==> src/rtl/core/calendar_field_adjuster_top_defines.svh <==
// Assertion macros for the calendar field adjuster.
`ifndef CALENDAR_FIELD_ADJUSTER_TOP_DEFINES_SVH
`define CALENDAR_FIELD_ADJUSTER_TOP_DEFINES_SVH

// Property that must hold at every clock edge out of reset.
`define CFA_ASSERT_ALWAYS(label, prop) \
  label: assert property (@(posedge clk_i) disable iff (!rst_ni) (prop)) \
    else $error("calendar_field_adjuster: invariant violated");

// Consequent must hold in the same cycle as the antecedent.
`define CFA_ASSERT_IMPL(label, ante, cons) \
  label: assert property (@(posedge clk_i) disable iff (!rst_ni) (ante) |-> (cons)) \
    else $error("calendar_field_adjuster: implication violated");

`endif

==> src/rtl/core/cfa_pkg.sv <==
package cfa_pkg;

  localparam logic [10:0] YearMin   = 11'd2000;
  localparam logic [10:0] YearMax   = 11'd2030;
  localparam logic [3:0]  MonthMin  = 4'd1;
  localparam logic [3:0]  MonthMax  = 4'd12;
  localparam logic [4:0]  DayMin    = 5'd1;
  localparam logic [4:0]  DayMaxAll = 5'd31;
  localparam logic [4:0]  FebLeap   = 5'd29;
  localparam logic [4:0]  FebNorm   = 5'd28;
  localparam logic [4:0]  HourMax   = 5'd23;
  localparam logic [5:0]  MinuteMax = 6'd59;

  localparam logic [4:0] MonthLenTable [13] = '{
    5'd0, 5'd31, 5'd28, 5'd31, 5'd30, 5'd31, 5'd30,
    5'd31, 5'd31, 5'd30, 5'd31, 5'd30, 5'd31
  };

  typedef enum logic [3:0] {
    CmdQuery      = 4'd0,
    CmdMinuteUp   = 4'd1,
    CmdMinuteDown = 4'd2,
    CmdHourUp     = 4'd3,
    CmdHourDown   = 4'd4,
    CmdDayUp      = 4'd5,
    CmdDayDown    = 4'd6,
    CmdMonthUp    = 4'd7,
    CmdMonthDown  = 4'd8,
    CmdYearUp     = 4'd9,
    CmdYearDown   = 4'd10,
    CmdLoad       = 4'd11
  } cmd_e;

  typedef struct packed {
    logic [3:0]  command;
    logic [10:0] load_year;
    logic [3:0]  load_month;
    logic [4:0]  load_day;
    logic [4:0]  load_hour;
    logic [5:0]  load_minute;
  } cfa_in_t;

  typedef struct packed {
    logic [10:0] year_out;
    logic [3:0]  month_out;
    logic [4:0]  day_out;
    logic [4:0]  hour_out;
    logic [5:0]  minute_out;
    logic        leap_flag;
  } cfa_out_t;

  function automatic logic is_leap(input logic [10:0] year);
    return (year[1:0] == 2'd0);
  endfunction

  function automatic logic [4:0] month_len(input logic [10:0] year, input logic [3:0] month);
    logic [4:0] len;
    if ((month < MonthMin) || (month > MonthMax)) begin
      len = DayMaxAll;
    end else if (month == 4'd2) begin
      len = is_leap(year) ? FebLeap : FebNorm;
    end else begin
      len = MonthLenTable[month];
    end
    return len;
  endfunction

endpackage

==> src/rtl/core/calendar_field_adjuster_top.sv <==
// Calendar field adjuster. Holds a date and time (year 2000..2030, month, day, hour, minute)
// and applies one command per input transaction: step a field up or down with wraparound,
// load all fields (saturated to range, day clamped to the month), or query. Every command
// returns one result carrying the date and time after the command plus a leap-year flag
// (year divisible by four). The result is registered after the input transaction is
// accepted (input register, then result register); throughput is one command per cycle
// while the output is not stalled. Unused command codes act as a query.
`include "calendar_field_adjuster_top_defines.svh"

module calendar_field_adjuster_top (
  input  logic              clk_i,
  input  logic              rst_ni,
  input  logic              in_valid_i,
  output logic              in_stall_o,
  input  cfa_pkg::cfa_in_t  in_data_i,
  output logic              out_valid_o,
  input  logic              out_stall_i,
  output cfa_pkg::cfa_out_t out_data_o
);
  import cfa_pkg::*;

  logic        in_valid_q, in_valid_d;
  cfa_in_t     in_data_q;
  logic        out_valid_q, out_valid_d;
  cfa_out_t    out_data_q;

  logic [10:0] year_q, year_d;
  logic [3:0]  month_q, month_d;
  logic [4:0]  day_q, day_d;
  logic [4:0]  hour_q, hour_d;
  logic [5:0]  minute_q, minute_d;

  logic [10:0] ld_year;
  logic [3:0]  ld_month;
  logic [4:0]  ld_hour;
  logic [5:0]  ld_minute;
  logic [4:0]  day_pre;
  logic [4:0]  len;
  logic        accept_in;
  logic        advance;

  assign advance    = in_valid_q && !(out_valid_q && out_stall_i);
  assign in_stall_o = in_valid_q && out_valid_q && out_stall_i;
  assign accept_in  = in_valid_i && !in_stall_o;

  always_comb begin
    in_valid_d  = accept_in ? 1'b1 : (advance ? 1'b0 : in_valid_q);
    out_valid_d = advance ? 1'b1 : (out_valid_q && out_stall_i);
  end

  // load value saturation
  always_comb begin
    ld_year   = in_data_q.load_year;
    ld_month  = in_data_q.load_month;
    ld_hour   = in_data_q.load_hour;
    ld_minute = in_data_q.load_minute;
    if (ld_year < YearMin) ld_year = YearMin;
    if (ld_year > YearMax) ld_year = YearMax;
    if (ld_month < MonthMin) ld_month = MonthMin;
    if (ld_month > MonthMax) ld_month = MonthMax;
    if (ld_hour > HourMax) ld_hour = HourMax;
    if (ld_minute > MinuteMax) ld_minute = MinuteMax;
  end

  always_comb begin
    year_d   = year_q;
    month_d  = month_q;
    hour_d   = hour_q;
    minute_d = minute_q;
    unique case (in_data_q.command)
      CmdMinuteUp:   minute_d = (minute_q == MinuteMax) ? 6'd0 : minute_q + 6'd1;
      CmdMinuteDown: minute_d = (minute_q == 6'd0) ? MinuteMax : minute_q - 6'd1;
      CmdHourUp:     hour_d   = (hour_q == HourMax) ? 5'd0 : hour_q + 5'd1;
      CmdHourDown:   hour_d   = (hour_q == 5'd0) ? HourMax : hour_q - 5'd1;
      CmdMonthUp:    month_d  = (month_q == MonthMax) ? MonthMin : month_q + 4'd1;
      CmdMonthDown:  month_d  = (month_q == MonthMin) ? MonthMax : month_q - 4'd1;
      CmdYearUp:     year_d   = (year_q < YearMax) ? year_q + 11'd1 : YearMin;
      CmdYearDown:   year_d   = (year_q > YearMin) ? year_q - 11'd1 : YearMax;
      CmdLoad: begin
        year_d   = ld_year;
        month_d  = ld_month;
        hour_d   = ld_hour;
        minute_d = ld_minute;
      end
      default: ;
    endcase
  end

  // day stepping uses the new month length; unchanged for day commands
  assign len = month_len(year_d, month_d);

  always_comb begin
    day_pre = day_q;
    unique case (in_data_q.command)
      CmdDayUp:   day_pre = (day_q < len) ? day_q + 5'd1 : DayMin;
      CmdDayDown: day_pre = (day_q > DayMin) ? day_q - 5'd1 : len;
      CmdLoad:    day_pre = in_data_q.load_day;
      default: ;
    endcase
    day_d = day_pre;
    if (day_d > len) day_d = len;
    if (day_d < DayMin) day_d = DayMin;
  end

  always_ff @(posedge clk_i or negedge rst_ni) begin
    if (!rst_ni) begin
      in_valid_q  <= 1'b0;
      out_valid_q <= 1'b0;
      year_q      <= YearMin;
      month_q     <= MonthMin;
      day_q       <= DayMin;
      hour_q      <= 5'd0;
      minute_q    <= 6'd0;
    end else begin
      in_valid_q  <= in_valid_d;
      out_valid_q <= out_valid_d;
      if (advance) begin
        year_q   <= year_d;
        month_q  <= month_d;
        day_q    <= day_d;
        hour_q   <= hour_d;
        minute_q <= minute_d;
      end
    end
  end

  always_ff @(posedge clk_i) begin
    if (accept_in) begin
      in_data_q <= in_data_i;
    end
    if (advance) begin
      out_data_q.year_out   <= year_d;
      out_data_q.month_out  <= month_d;
      out_data_q.day_out    <= day_d;
      out_data_q.hour_out   <= hour_d;
      out_data_q.minute_out <= minute_d;
      out_data_q.leap_flag  <= is_leap(year_d);
    end
  end

  assign out_valid_o = out_valid_q;
  assign out_data_o  = out_data_q;

  `CFA_ASSERT_ALWAYS(a_date_range,
                     (year_q >= YearMin) && (year_q <= YearMax) &&
                     (month_q >= MonthMin) && (month_q <= MonthMax))
  `CFA_ASSERT_ALWAYS(a_day_in_month,
                     (day_q >= DayMin) && (day_q <= month_len(year_q, month_q)))
  `CFA_ASSERT_IMPL(a_out_matches_state, out_valid_q,
                   (out_data_q.year_out == year_q) && (out_data_q.day_out == day_q) &&
                   (out_data_q.minute_out == minute_q))

endmodule

==> config.mk <==
export PLATFORM = sky130hd
export DESIGN_NAME = calendar_field_adjuster_top
export DESIGN_NICKNAME = d
export VERILOG_FILES = /design/src/rtl/core/cfa_pkg.sv /design/src/rtl/core/calendar_field_adjuster_top.sv
export VERILOG_INCLUDE_DIRS = /design/src /design/src/rtl/core
export SDC_FILE = /design/constraint.sdc
export NUM_CORES = 1
export LEC_CHECK = 0
export ABC_AREA = 1
export BUFFER_PORTS_ARGS = -buffer_cell sky130_fd_sc_hd__buf_2
export CORE_MARGIN = 8
export CORE_UTILIZATION = 50
export DETAILED_ROUTE_END_ITERATION = 8
export HOLD_SLACK_MARGIN = 0.02
export PLACE_DENSITY_LB_ADDON = 0.25
export SLEW_MARGIN = 25
export SYNTH_ARGS = -nofsm -noshare
export SYNTH_HDL_FRONTEND = slang
export SYNTH_SLANG_ARGS = --single-unit
==> constraint.sdc <==
create_clock -name clk_i -period 3.95 [get_ports clk_i]
set_input_delay 0.5925 -clock clk_i [delete_from_list [all_inputs] [get_ports clk_i]]
set_output_delay 0.5925 -clock clk_i [all_outputs]
set_load 0.03 [all_outputs]
==> metrics.md, run 1 <==
| Metric | Value |
|---|---|
| Status | `finished clean` |
| Pins Over Slew Limit | `0` |
| Worst Path Required | `about 4.1 ns` |
| CTS clk-pin slew, worst paths | `0.07 ns` |
| P_leak | `between 2 and 3 nW` |
| Crit Path Max Fanout | `5` |
| Most used cell, CP | `nand2_2` |
| Fin. Hold Viols | `0` |
| Synth unique cells | `between 40 and 50` |
| Gpl congestion | `about 0.94` |
| Post-CTS Hold Buffers | `0` |
| Cells after Synth | `between 600 and 700` |
| Most frequent cells after synthesis | `nand2_1 (153), inv_1 (76), edfxtp_1 (67)` |
| Post-synth EDFFs | `67` |
| Routed vias/inst | `around 5.5` |
| Antenna-violating nets left | `0` |
| Final #Nets | `799` |
| Number of antenna violations at the first check in global routing | `0` |
| Ant diodes | `0` |
| Rel. slew slack | `approximately two fifths` |
| GR Overflow Total | `0` |
| Largest net degree at the start of global routing | `47` |
| Measured slew at the worst slew-check pin | `about 0.9 ns` |
| Clock power frac | `between 10% and 20%` |
| Ys flop type | `edfxtp_1` |
| Vias in the first global route | `4,605` |
| Power Density | `667 nW/um^2` |
| Area growth, synth to finish | `18.8%` |
| Gr usage total | `17.4%` |
| Flop pwr share | `between 30% and 40%` |
| Buffer levels on the longest clock path | `2` |
| Final design utilization | `about 60%` |
| Clock Sinks | `100` |
| WP data arrival | `roughly 3.9 ns` |
| Buf/Inv on CP | `3` |
| Initial core utilization | `approximately half` |
| Share of the synthesized area in the top cell type | `a little over a third` |
| Final Non-Filler Cells | `just under 900` |
| CTS tree | `done` |
| Setup Skew | `between 0.009 and 0.01 ns` |
| Max cap viols | `0` |
| Most frequent cell after synthesis | `nand2_1` |
| Register area share after synthesis | `~50%` |
| Placed Cells | `around 850` |
| Total CTS buffers | `9` |
| Final-layout fill cell count | `about 930` |
| Final TNS setup | `0 ns` |
| Worst hold path class | `in -> async` |
| Clock latency on the worst-skew pair | `0.34 ns` |
| Die extent in y | `between 100 and 150 um` |
| Tmin final | `~3.8 ns` |
| Core Box Area | `11,300 um^2` |
| Combinational Power Share | `between 40% and 50%` |
| Chip width | `123 um` |
| Worst path slowest cell | `dfstp_2` |
| Final setup fails | `0` |
| Buffers on Ports | `approximately 70` |
| Routed wire per std cell | `roughly 15 um` |
| Pre-antenna DRT Iters | `5` |
| Net Switching | `~1.9 mW` |
| Sw frac | `42.0%` |
| Worst setup path class | `reg -> reg` |
| Overall Power | `4.51 mW` |
| Die area | `~15,000 um^2` |
| Internal power | `2.61 mW` |
| Num rows | `39` |
| Crit-path leading delay family | `simple AND/OR/NAND/NOR gates` |
| Post-synth ARST share | `between 30% and 40%` |
| CTS H-tree lvls | `3` |
| Via count | `~5,000` |
| Ys Warns | `0` |
| CP Launch Type | `flip-flop` |
| Post-DP HPWL | `between 9 and 10 mm` |
| Fmax | `approximately 260 MHz` |
| Final period util | `a little over nine tenths` |
| Share of cells above drive strength 1 | `25.5%` |
| IO Pins | `73` |
| CP max stage delay | `roughly 0.60 ns` |
| Crit path capture type | `flip-flop` |
| Cell taking the most area after synthesis | `edfxtp_1` |
| Root Buffer | `clkbuf_16` |
| Global-route wire length before repair | `roughly 21 mm` |
| Post-Route WL | `13.3 mm` |
| Yosys reg bits | `100` |
| Synthesized area | `5690 um^2` |
| Top post-synthesis cells by area | `edfxtp_1 (35%), dfrtp_1 (11%), nand2_1 (10%)` |
| # DRC | `0` |
| Hold_ws | `~0.36 ns` |
| Syn_area_per_cell | `8.85 um^2` |
| Detailed Route Iter0 Violations | `424` |
| Worst vdd ir | `0.389 mV` |
[state kept, by name (all words and copies together) (netlist names)]
name,cells
minute_q,6
month_q,4
out_valid_o,1
in_data_q,35
in_valid_q,1
out_data_o,32
day_q,5
hour_q,5
year_q,11
[worst register-to-register path, cell delays in order (launching register included)]
cell and delay, ns:
dfstp_2 0.60, inv_4 0.06, ha_2 0.17, nand2_1 0.06, nor2_1 0.06, o21ai_1 0.14
nand3_1 0.12, nor2_2 0.18, nand2_2 0.10, nor2_4 0.15, ha_2 0.19, a21oi_2 0.04
nor2_1 0.14, a211oi_2 0.07, buf_4 0.16, nand3_2 0.09, a21boi_2 0.06, ha_1 0.30
nand2_2 0.06, nor2_4 0.13, nand2_2 0.07, a32oi_2 0.28, inv_2 0.10, nand2_1 0.11
nor2_1 0.05, nand2_1 0.07, nand2_2 0.06
[final cells by class]
class                      instances  area [um^2]  share of cell area [%]
tap                              143          179                    2.65
multi-input combinational        450         2590                    38.3
clock buffer                       9          225                    3.33
sequential                       100         2850                    42.2
timing repair buffer              95          558                    8.26
inverter                          81          307                    4.54
clock inverter                     7         50.0                   0.740
[metrics by stage]
stage / cell area (um^2) / setup slack [ns]
finish: 6760 / 0.115
global route: 6760 / -0.0694
CTS: 6480 / 0.00461
detailed placement: 6210 / 0.0518
global placement: 6210 / 0.196
floorplan: 5710 / 0.302
[cell families (layout without fill, tap and decap cells)]
kind of cell               Yosys count  after routing  share of synthesized area, %
AOI/OAI and AO/OA                  112            112                          11.8
xor gates and xnor gates            14             14                          2.15
adders and majority gates           23             23                          5.06
buffers and inverters               98            192                          7.10
DFF                                100            100                          50.0
other                                1              6                        0.0659
and+or+nand+nor                    295            295                          23.7
[layout by cell type, fill, tap and decap left out, types with 3 or more instances in the layout]
cell       count
nand4_1       11
xor2_1         8
xnor2_1        5
o2111ai_1     10
clkbuf_16      9
dfrtp_1       24
nand3_1       38
ha_1          17
edfxtp_1      67
buf_4         21
nor3_1         5
o31ai_1        3
o21ai_1        3
conb_1         6
clkinv_2       3
nand3_2       10
nor2_2         5
ha_2           3
inv_2         11
buf_2         72
nor2_4         4
nand2_2       18
nand2_1      146
nor2_1        50
dfstp_2        8
o211ai_1       3
a21oi_1       14
inv_1         69
o21ai_0       58
ha_4           3
[power groups by stage]
stage	logic [mW]	registers, mW	clock network, mW
floorplan	1.21	1.81	0
finish	1.92	1.77	0.820
global route	2.14	1.80	0.886
detailed placement	1.66	1.77	0
CTS	1.68	1.75	0.837
global placement	1.61	1.76	0
[layer usage]
| metal | GRT usage (%) | routed length, um | share of wire, % |
|---|---|---|---|
| met5 | 0 | 0 | 0 |
| met3 | 3.22 | 930 | 7.0 |
| met2 | 28.8 | 6640 | 50 |
| met1 | 21.4 | 5440 | 41 |
| met4 | 8.30 | 290 | 2.2 |
[final timing paths]
path | from | endpoint | slack (ns) | cells past startpoint
max | month_q[0] | out_data_o[12] | 0.11 | 26
min | rst_ni | in_valid_q | 0.36 | 1
max reg2reg | month_q[0] | out_data_o[12] | 0.11 | 26
min reg2reg | in_valid_q | out_valid_o | 0.48 | 2
max in group asynchronous | rst_ni | month_q[1] | 2.98 | 1
min in group clk_i | in_data_i[8] | in_data_q[8] | 0.42 | 1
[what timing repair did]
action,CTS,global route
resized for setup,0,36
setup buffers,0,17
endpoints found under the setup margin,0,10
endpoints found under the hold margin,0,0
(Power assumes the default switching activity.)
==> run 2: changes to the inputs <==
clock period = 3.9 ns   (was 3.95 ns; I/O delays follow)
==> run 2 against run 1 <==
Non-clock buffer count fell by 5; die area did not move; total power down 0.31%; register-to-register slack improved by 0.02 ns; utilization fell by 0.68 points.
==> metrics.md, run 2 (synthesis gave the netlist of run 1 again) <==
| Metric | Value |
|---|---|
| Most flops, register | `in_data_q` |
| Rel. slew slack | `43.2% (+1.9 points)` |
| Buffers on Ports | `72 (unchanged)` |
| Core Box Area | `11,300 um^2 (unchanged)` |
| Fmax | `266 MHz (+2.0%)` |
| Worst R2R Start | `month_q[0]` |
| CTS clk-pin slew, worst paths | `0.07 ns (about the same)` |
| Total CTS buffers | `9 (unchanged)` |
| Vias in the first global route | `4,573 (-0.69%)` |
| Routed wire per std cell | `14.7 um (-1.9%)` |
| Worst vdd ir | `0.333 mV (-14%)` |
| IO Pins | `73 (unchanged)` |
| R2R cell count | `27 (+3.8%)` |
| P_leak | `2.91 nW (-1.6%)` |
| Final Non-Filler Cells | `880 (-0.56%)` |
| Worst hold path class | `in -> async` |
| CTS H-tree lvls | `3 (unchanged)` |
| Post-Route WL | `13.0 mm (-2.5%)` |
| Crit Path Max Fanout | `6 (+1)` |
| GR Overflow Total | `0 (unchanged)` |
| Root Buffer | `clkbuf_16` |
| Place WS | `-0.0699 ns (-0.122 ns)` |
| Setup Skew | `0.00631 ns (-0.00339 ns)` |
| Share of cells above drive strength 1 | `23.3% (-2.1 points)` |
| Gr usage total | `17.5% (+0.13 points)` |
| Placed Cells | `855 (+0.35%)` |
| Worst setup margin | `0.139 ns (+0.0240 ns)` |
| Area growth, synth to finish | `17.4%` |
| Overall Power | `4.49 mW (-0.31%)` |
| Pins Over Slew Limit | `0 (unchanged)` |
| Post-DP HPWL | `9.49 mm (+1.6%)` |
| Status | `finished clean` |
| Crit path capture type | `flip-flop` |
| Die area | `15,100 um^2 (unchanged)` |
| Number of antenna violations at the first check in global routing | `0 (unchanged)` |
| Die extent in y | `123 um (unchanged)` |
| Commonest non-fill, non-tap cell in the layout | `nand2_1` |
| Worst Path Required | `3.99 ns (-0.06 ns)` |
| Measured slew at the worst slew-check pin | `0.853 ns (-0.0286 ns)` |
| Pre-antenna DRT Iters | `5 (unchanged)` |
| Max FFs per register | `35 (unchanged)` |
| Final #Nets | `794 (-0.63%)` |
| Global-route wire length before repair | `21.2 mm (unchanged)` |
| Reg2Reg Setup Slack | `0.14 ns (+0.02 ns)` |
| RSZ-0062 raised after global routing | `true` |
| Commonest non-fill, non-tap cells in the layout | `nand2_1 (147), buf_2 (72), inv_1 (71), edfxtp_1 (67), o21ai_0 (58)` |
| Tmin final | `3.76 ns (-0.0740 ns)` |
| Max cap viols | `0 (unchanged)` |
| Critical Path End | `out_data_o[12]` |
| Fin area | `6680 um^2 (-1.1%)` |
| Power Density | `672 nW/um^2 (+0.83%)` |
| Post-DP Area | `6230 um^2 (+0.36%)` |
| Final setup fails | `0 (unchanged)` |
| # DRC | `0 (unchanged)` |
| Via count | `4,739 (-2.5%)` |
| Final period util | `96.4% (-0.65 points)` |
| Ant diodes | `0 (unchanged)` |
| Num rows | `39 (unchanged)` |
| Initial core utilization | `50.5% (unchanged)` |
| Worst setup path class | `reg -> reg` |
| CP Launch Type | `flip-flop` |
| Chip width | `123 um (unchanged)` |
| Gpl congestion | `0.925 (-1.5%)` |
| Fin. Hold Viols | `0 (unchanged)` |
| Clock Sinks | `100 (unchanged)` |
| Final-layout fill cell count | `961 (+3.6%)` |
| RR Endpoint | `out_data_o[12]` |
| CTS tree | `done` |
| Detailed Route Iter0 Violations | `208 (-51%)` |
| Antenna-violating nets left | `0 (unchanged)` |
| WP data arrival | `3.86 ns (-0.08 ns)` |
| Clock latency on the worst-skew pair | `0.34 ns (about the same)` |
| Setup crit start | `month_q[0]` |
| Routed vias/inst | `5.39 (-2.0%)` |
| Buffer levels on the longest clock path | `2 (unchanged)` |
| Largest net degree at the start of global routing | `47 (unchanged)` |
run 2: changes by cell type in the layout (fill, tap and decap cells not counted), sizes merged:
| cell | delta |
|---|---|
| buf | -5 |
| clkbuf | +3 |
| inv | -1 |
| clkinv | -2 |
run 2: final cells by class:
type | count | area [um^2] | area share [%]
timing repair buffer | 90 | 508 | 7.60
multi-input combinational | 450 | 2580 | 38.6
clock buffer | 12 | 236 | 3.54
sequential | 100 | 2850 | 42.6
clock inverter | 4 | 27.5 | 0.412
tap | 143 | 179 | 2.68
inverter | 81 | 307 | 4.59
run 2: routing by layer:
layer | global-route usage (%) | wire (um) | vias up
met4 | 7.46 | 271 | 0
met3 | 2.62 | 587 | 22
li1 | - | - | 2342
met1 | 21.2 | 5520 | 2245
met2 | 30.4 | 6590 | 130
met5 | 0 | 0 | -
run 2: stage by stage:
stage / setup TNS [ns] / utilization, % / hold WS [ns]
after CTS: 0 / 57.7 / 0.373
after floorplan: 0 / - / 0.289
final: 0 / 59.3 / 0.349
after detailed placement: -0.110 / 55.3 / 0.476
after global routing: -0.129 / 59.3 / 0.404
after global placement: 0 / 55.3 / 0.456
run 2: where the power goes:
group	leakage (nW)	total [mW]	switching, mW	internal (mW)
Sequential	1.05	1.78	0.292	1.48
Combinational	1.74	1.91	1.22	0.692
Clock	0.121	0.808	0.374	0.434
run 2: what timing repair did:
item / 4_1_cts / 5_1_grt
hold buffers: 0 / 0
endpoints found under the hold margin: 0 / 0
setup buffers: 0 / 10
pin swaps: 0 / 20
setup endpoints to repair: 2 / 10
resized for setup: 4 / 25
run 2: worst min path at each step:
stage	end	slack (ns)
4_1_cts	in_valid_q	0.37
6_report	in_valid_q	0.35
5_1_grt	in_data_q[8]	0.40
2_1_floorplan	day_q[1]	0.29
3_5_place_dp	out_valid_o	0.48
3_3_place_gp	out_valid_o	0.46
run 2: critical path, stage by stage, from the launching register on:
cell and delay, ns:
dfstp_2 0.58, inv_4 0.07, ha_1 0.20, nand2_1 0.05
nor2_1 0.05, o21ai_1 0.14, nand3_1 0.09, nor2_2 0.17
nand2_2 0.10, nor2_4 0.15, ha_4 0.14, a21oi_2 0.05
nor2_1 0.14, a211oi_2 0.06, buf_4 0.15, nand3_2 0.07
a21boi_1 0.06, ha_1 0.29, nand2_2 0.07, nor2_4 0.13
nand2_2 0.08, a32oi_2 0.21, buf_4 0.16, nand2_1 0.06
nand2_2 0.07, nor2_1 0.04, nand2_1 0.06, nand2_2 0.05
==> run 3: changes to the inputs <==
CORE_UTILIZATION = 45   (was 50)
RECOVER_POWER = 100   (was unset)
==> run 3 against run 2 <==
The flow now finishes with violations (max-capacitance violations, max-slew violations); sequential power about the same; final area increased by 1.7%; global-route usage decreased by 0.67 points; clock power increased by 1%; clock skew increased by 0.00098 ns; first-iteration DRC count increased by 49%; critical path type unchanged; largest cell class unchanged; highest routed layer unchanged.
==> metrics.md, run 3 (synthesis gave the netlist of run 1 again) <==
| Metric | Value |
|---|---|
| Via count | `4,819 (+1.7%)` |
| Gr usage total | `16.8% (-0.67 points)` |
| Clock latency on the worst-skew pair | `0.35 ns (about the same)` |
| Antenna-violating nets left | `0 (unchanged)` |
| Initial core utilization | `45.6% (-4.8 points)` |
| Pins Over Slew Limit | `34 (+34)` |
| Setup crit start | `month_q[0]` |
| CTS tree | `done` |
| Hold_sp | `in_data_i[30]` |
| Most used cell, CP | `nand2_2` |
| Commonest non-fill, non-tap cells in the layout | `nand2_1 (146), inv_1 (69), edfxtp_1 (67), o21ai_0 (58), buf_2 (49)` |
| Worst setup margin | `0.109 ns (-0.0297 ns)` |
| Worst setup path class | `reg -> reg` |
| Post-Route WL | `13.7 mm (+5.7%)` |
| Post-CTS Hold Buffers | `0 (unchanged)` |
| Net Switching | `1.94 mW (+3.2%)` |
| Root Buffer | `clkbuf_16` |
| Number of antenna violations at the first check in global routing | `0 (unchanged)` |
| Core Box Area | `12,500 um^2 (+11%)` |
| IO Pins | `73 (unchanged)` |
| Sw frac | `42.4% (+0.46 points)` |
| Fin area | `6800 um^2 (+1.7%)` |
| Worst hold path class | `in -> reg` |
| Max FFs per register | `35 (unchanged)` |
| Most flops, register | `in_data_q` |
| Flop pwr share | `39.3% (-0.2 points)` |
| Final #Nets | `803 (+1.1%)` |
| Fin. Hold Viols | `0 (unchanged)` |
| Failing checks | `max-capacitance violations, max-slew violations` |
| Detailed Route Iter0 Violations | `309 (+49%)` |
| Fmax | `264 MHz (-0.78%)` |
| Tmin final | `3.79 ns (+0.0297 ns)` |
| Total CTS buffers | `9 (unchanged)` |
| Routed vias/inst | `5.25 (-2.5%)` |
| # DRC | `0 (unchanged)` |
| Die extent in y | `128 um (+4.7%)` |
| Ant diodes | `0 (unchanged)` |
| Status | `finished with violations` |
| Worst vdd ir | `0.307 mV (-7.9%)` |
| RSZ-0062 raised after global routing | `true` |
| Power Density | `674 nW/um^2 (+0.31%)` |
| Worst R2R Start | `month_q[0]` |
| Gpl congestion | `0.907 (-2.0%)` |
| Post-DP Area | `6270 um^2 (+0.70%)` |
| Final setup fails | `0 (unchanged)` |
| Vias in the first global route | `4,528 (-0.98%)` |
| CP Launch Type | `flip-flop` |
| Reg2Reg Setup Slack | `0.11 ns (-0.03 ns)` |
| Crit Path Max Fanout | `5 (-1)` |
| Crit path capture type | `flip-flop` |
| Routed wire per std cell | `14.9 um (+1.4%)` |
| Num rows | `41 (+5.1%)` |
| R2R cell count | `26 (-3.7%)` |
| Chip width | `128 um (+4.7%)` |
| Clock power frac | `17.9% (about the same)` |
| Measured slew at the worst slew-check pin | `2.15 ns (+1.30 ns)` |
| Worst path slowest cell | `dfstp_2` |
| GR Overflow Total | `0 (unchanged)` |
| Final period util | `97.2% (+0.76 points)` |
| Share of cells above drive strength 1 | `22.5% (-0.82 points)` |
| Clock Sinks | `100 (unchanged)` |
| CTS H-tree lvls | `3 (unchanged)` |
| Largest net degree at the start of global routing | `36 (-23%)` |
| Global-route wire length before repair | `22.0 mm (+3.8%)` |
| RR Endpoint | `out_data_o[12]` |
| Critical Path End | `out_data_o[12]` |
| Post-DP HPWL | `9.61 mm (+1.3%)` |
| CTS clk-pin slew, worst paths | `0.07 ns (about the same)` |
| Worst Path Required | `4.00 ns (about the same)` |
| CP max stage delay | `0.59 ns (about the same)` |
| Place WS | `-0.0509 ns (+0.0190 ns)` |
| Area growth, synth to finish | `19.5%` |
| Setup Skew | `0.00730 ns (+0.000984 ns)` |
| Pre-antenna DRT Iters | `5 (unchanged)` |
| Die area | `16,500 um^2 (+9.6%)` |
| P_leak | `2.91 nW (about the same)` |
| Commonest non-fill, non-tap cell in the layout | `nand2_1` |
| Rel. slew slack | `-43.2% (-86 points)` |
| Max cap viols | `1 (+1)` |
| Buffer levels on the longest clock path | `2 (unchanged)` |
| WP data arrival | `3.90 ns (+0.04 ns)` |
| Internal power | `2.64 mW (+1.3%)` |
| Combinational Power Share | `42.8% (+0.3 points)` |
| Buffers on Ports | `72 (unchanged)` |
==> run 3: cell types whose count changed in the layout (fill, tap and decap cells not counted), sizes merged <==
cell      delta
clkinvlp     -1
nor2         +1
buf         -15
clkinv       +1
clkbuf      +23
==> run 3: cell type report <==
class / count / area, um^2
clock inverter: 4 / 25.0
clock buffer: 12 / 236
multi-input combinational: 451 / 2630
sequential: 100 / 2850
timing repair buffer: 98 / 539
inverter: 81 / 307
fill: 1129 / 5670
tap: 172 / 215
==> run 3: per-layer routing <==
| metal | part of all wire (%) | routed length [um] | GRT usage, % |
|---|---|---|---|
| met5 | 0 | 0 | 0 |
| met4 | 1.7 | 235 | 5.73 |
| met3 | 5.8 | 796 | 4.22 |
| met2 | 47 | 6380 | 26.6 |
| met1 | 46 | 6300 | 22.0 |
==> run 3: power by group through the flow <==
stage / sequential (mW) / clock, mW / combinational, mW
floorplan: 1.83 / 0 / 1.23
global placement: 1.80 / 0 / 1.67
detailed placement: 1.80 / 0 / 1.70
CTS: 1.79 / 0.837 / 1.72
global route: 1.84 / 0.874 / 2.20
finish: 1.80 / 0.818 / 1.96
==> run 3: critical path: cells and delay by family, from the launching register on <==
kind                       cells  cell delay [ns]
adders and majority gates      2             0.45
AOI/OAI and AO/OA              5             0.76
buffers and inverters          4             0.44
DFF                            1             0.59
and+or+nand+nor               15             1.28
==> run 3: timing repair <==
action,4_1_cts,5_1_grt
gates resized for setup,3,40
setup buffers,0,17
endpoints found under the setup margin,2,10
pin swaps,0,26
gates cloned,0,1
==> run 3: how the worst min path moves through the flow <==
stage,cells after the start,end,slack [ns]
6_report,1,in_data_q[30],0.40
2_1_floorplan,0,day_q[1],0.29
4_1_cts,1,minute_q[1],0.37
3_3_place_gp,2,out_valid_o,0.45
3_5_place_dp,2,out_valid_o,0.48
5_1_grt,1,in_data_q[3],0.39
==> run 3: per-stage QoR <==
stage                     power, mW  hold WS [ns]  utilization, %  setup TNS [ns]  instances
after floorplan                3.06         0.289               -               0        648
after global placement         3.47         0.454            50.3               0        885
after detailed placement       3.50         0.481            50.3         -0.0769        885
after CTS                      4.35         0.374            52.5               0        901
after global routing           4.92         0.387            54.5          -0.325        918
final                          4.58         0.401            54.5               0        918
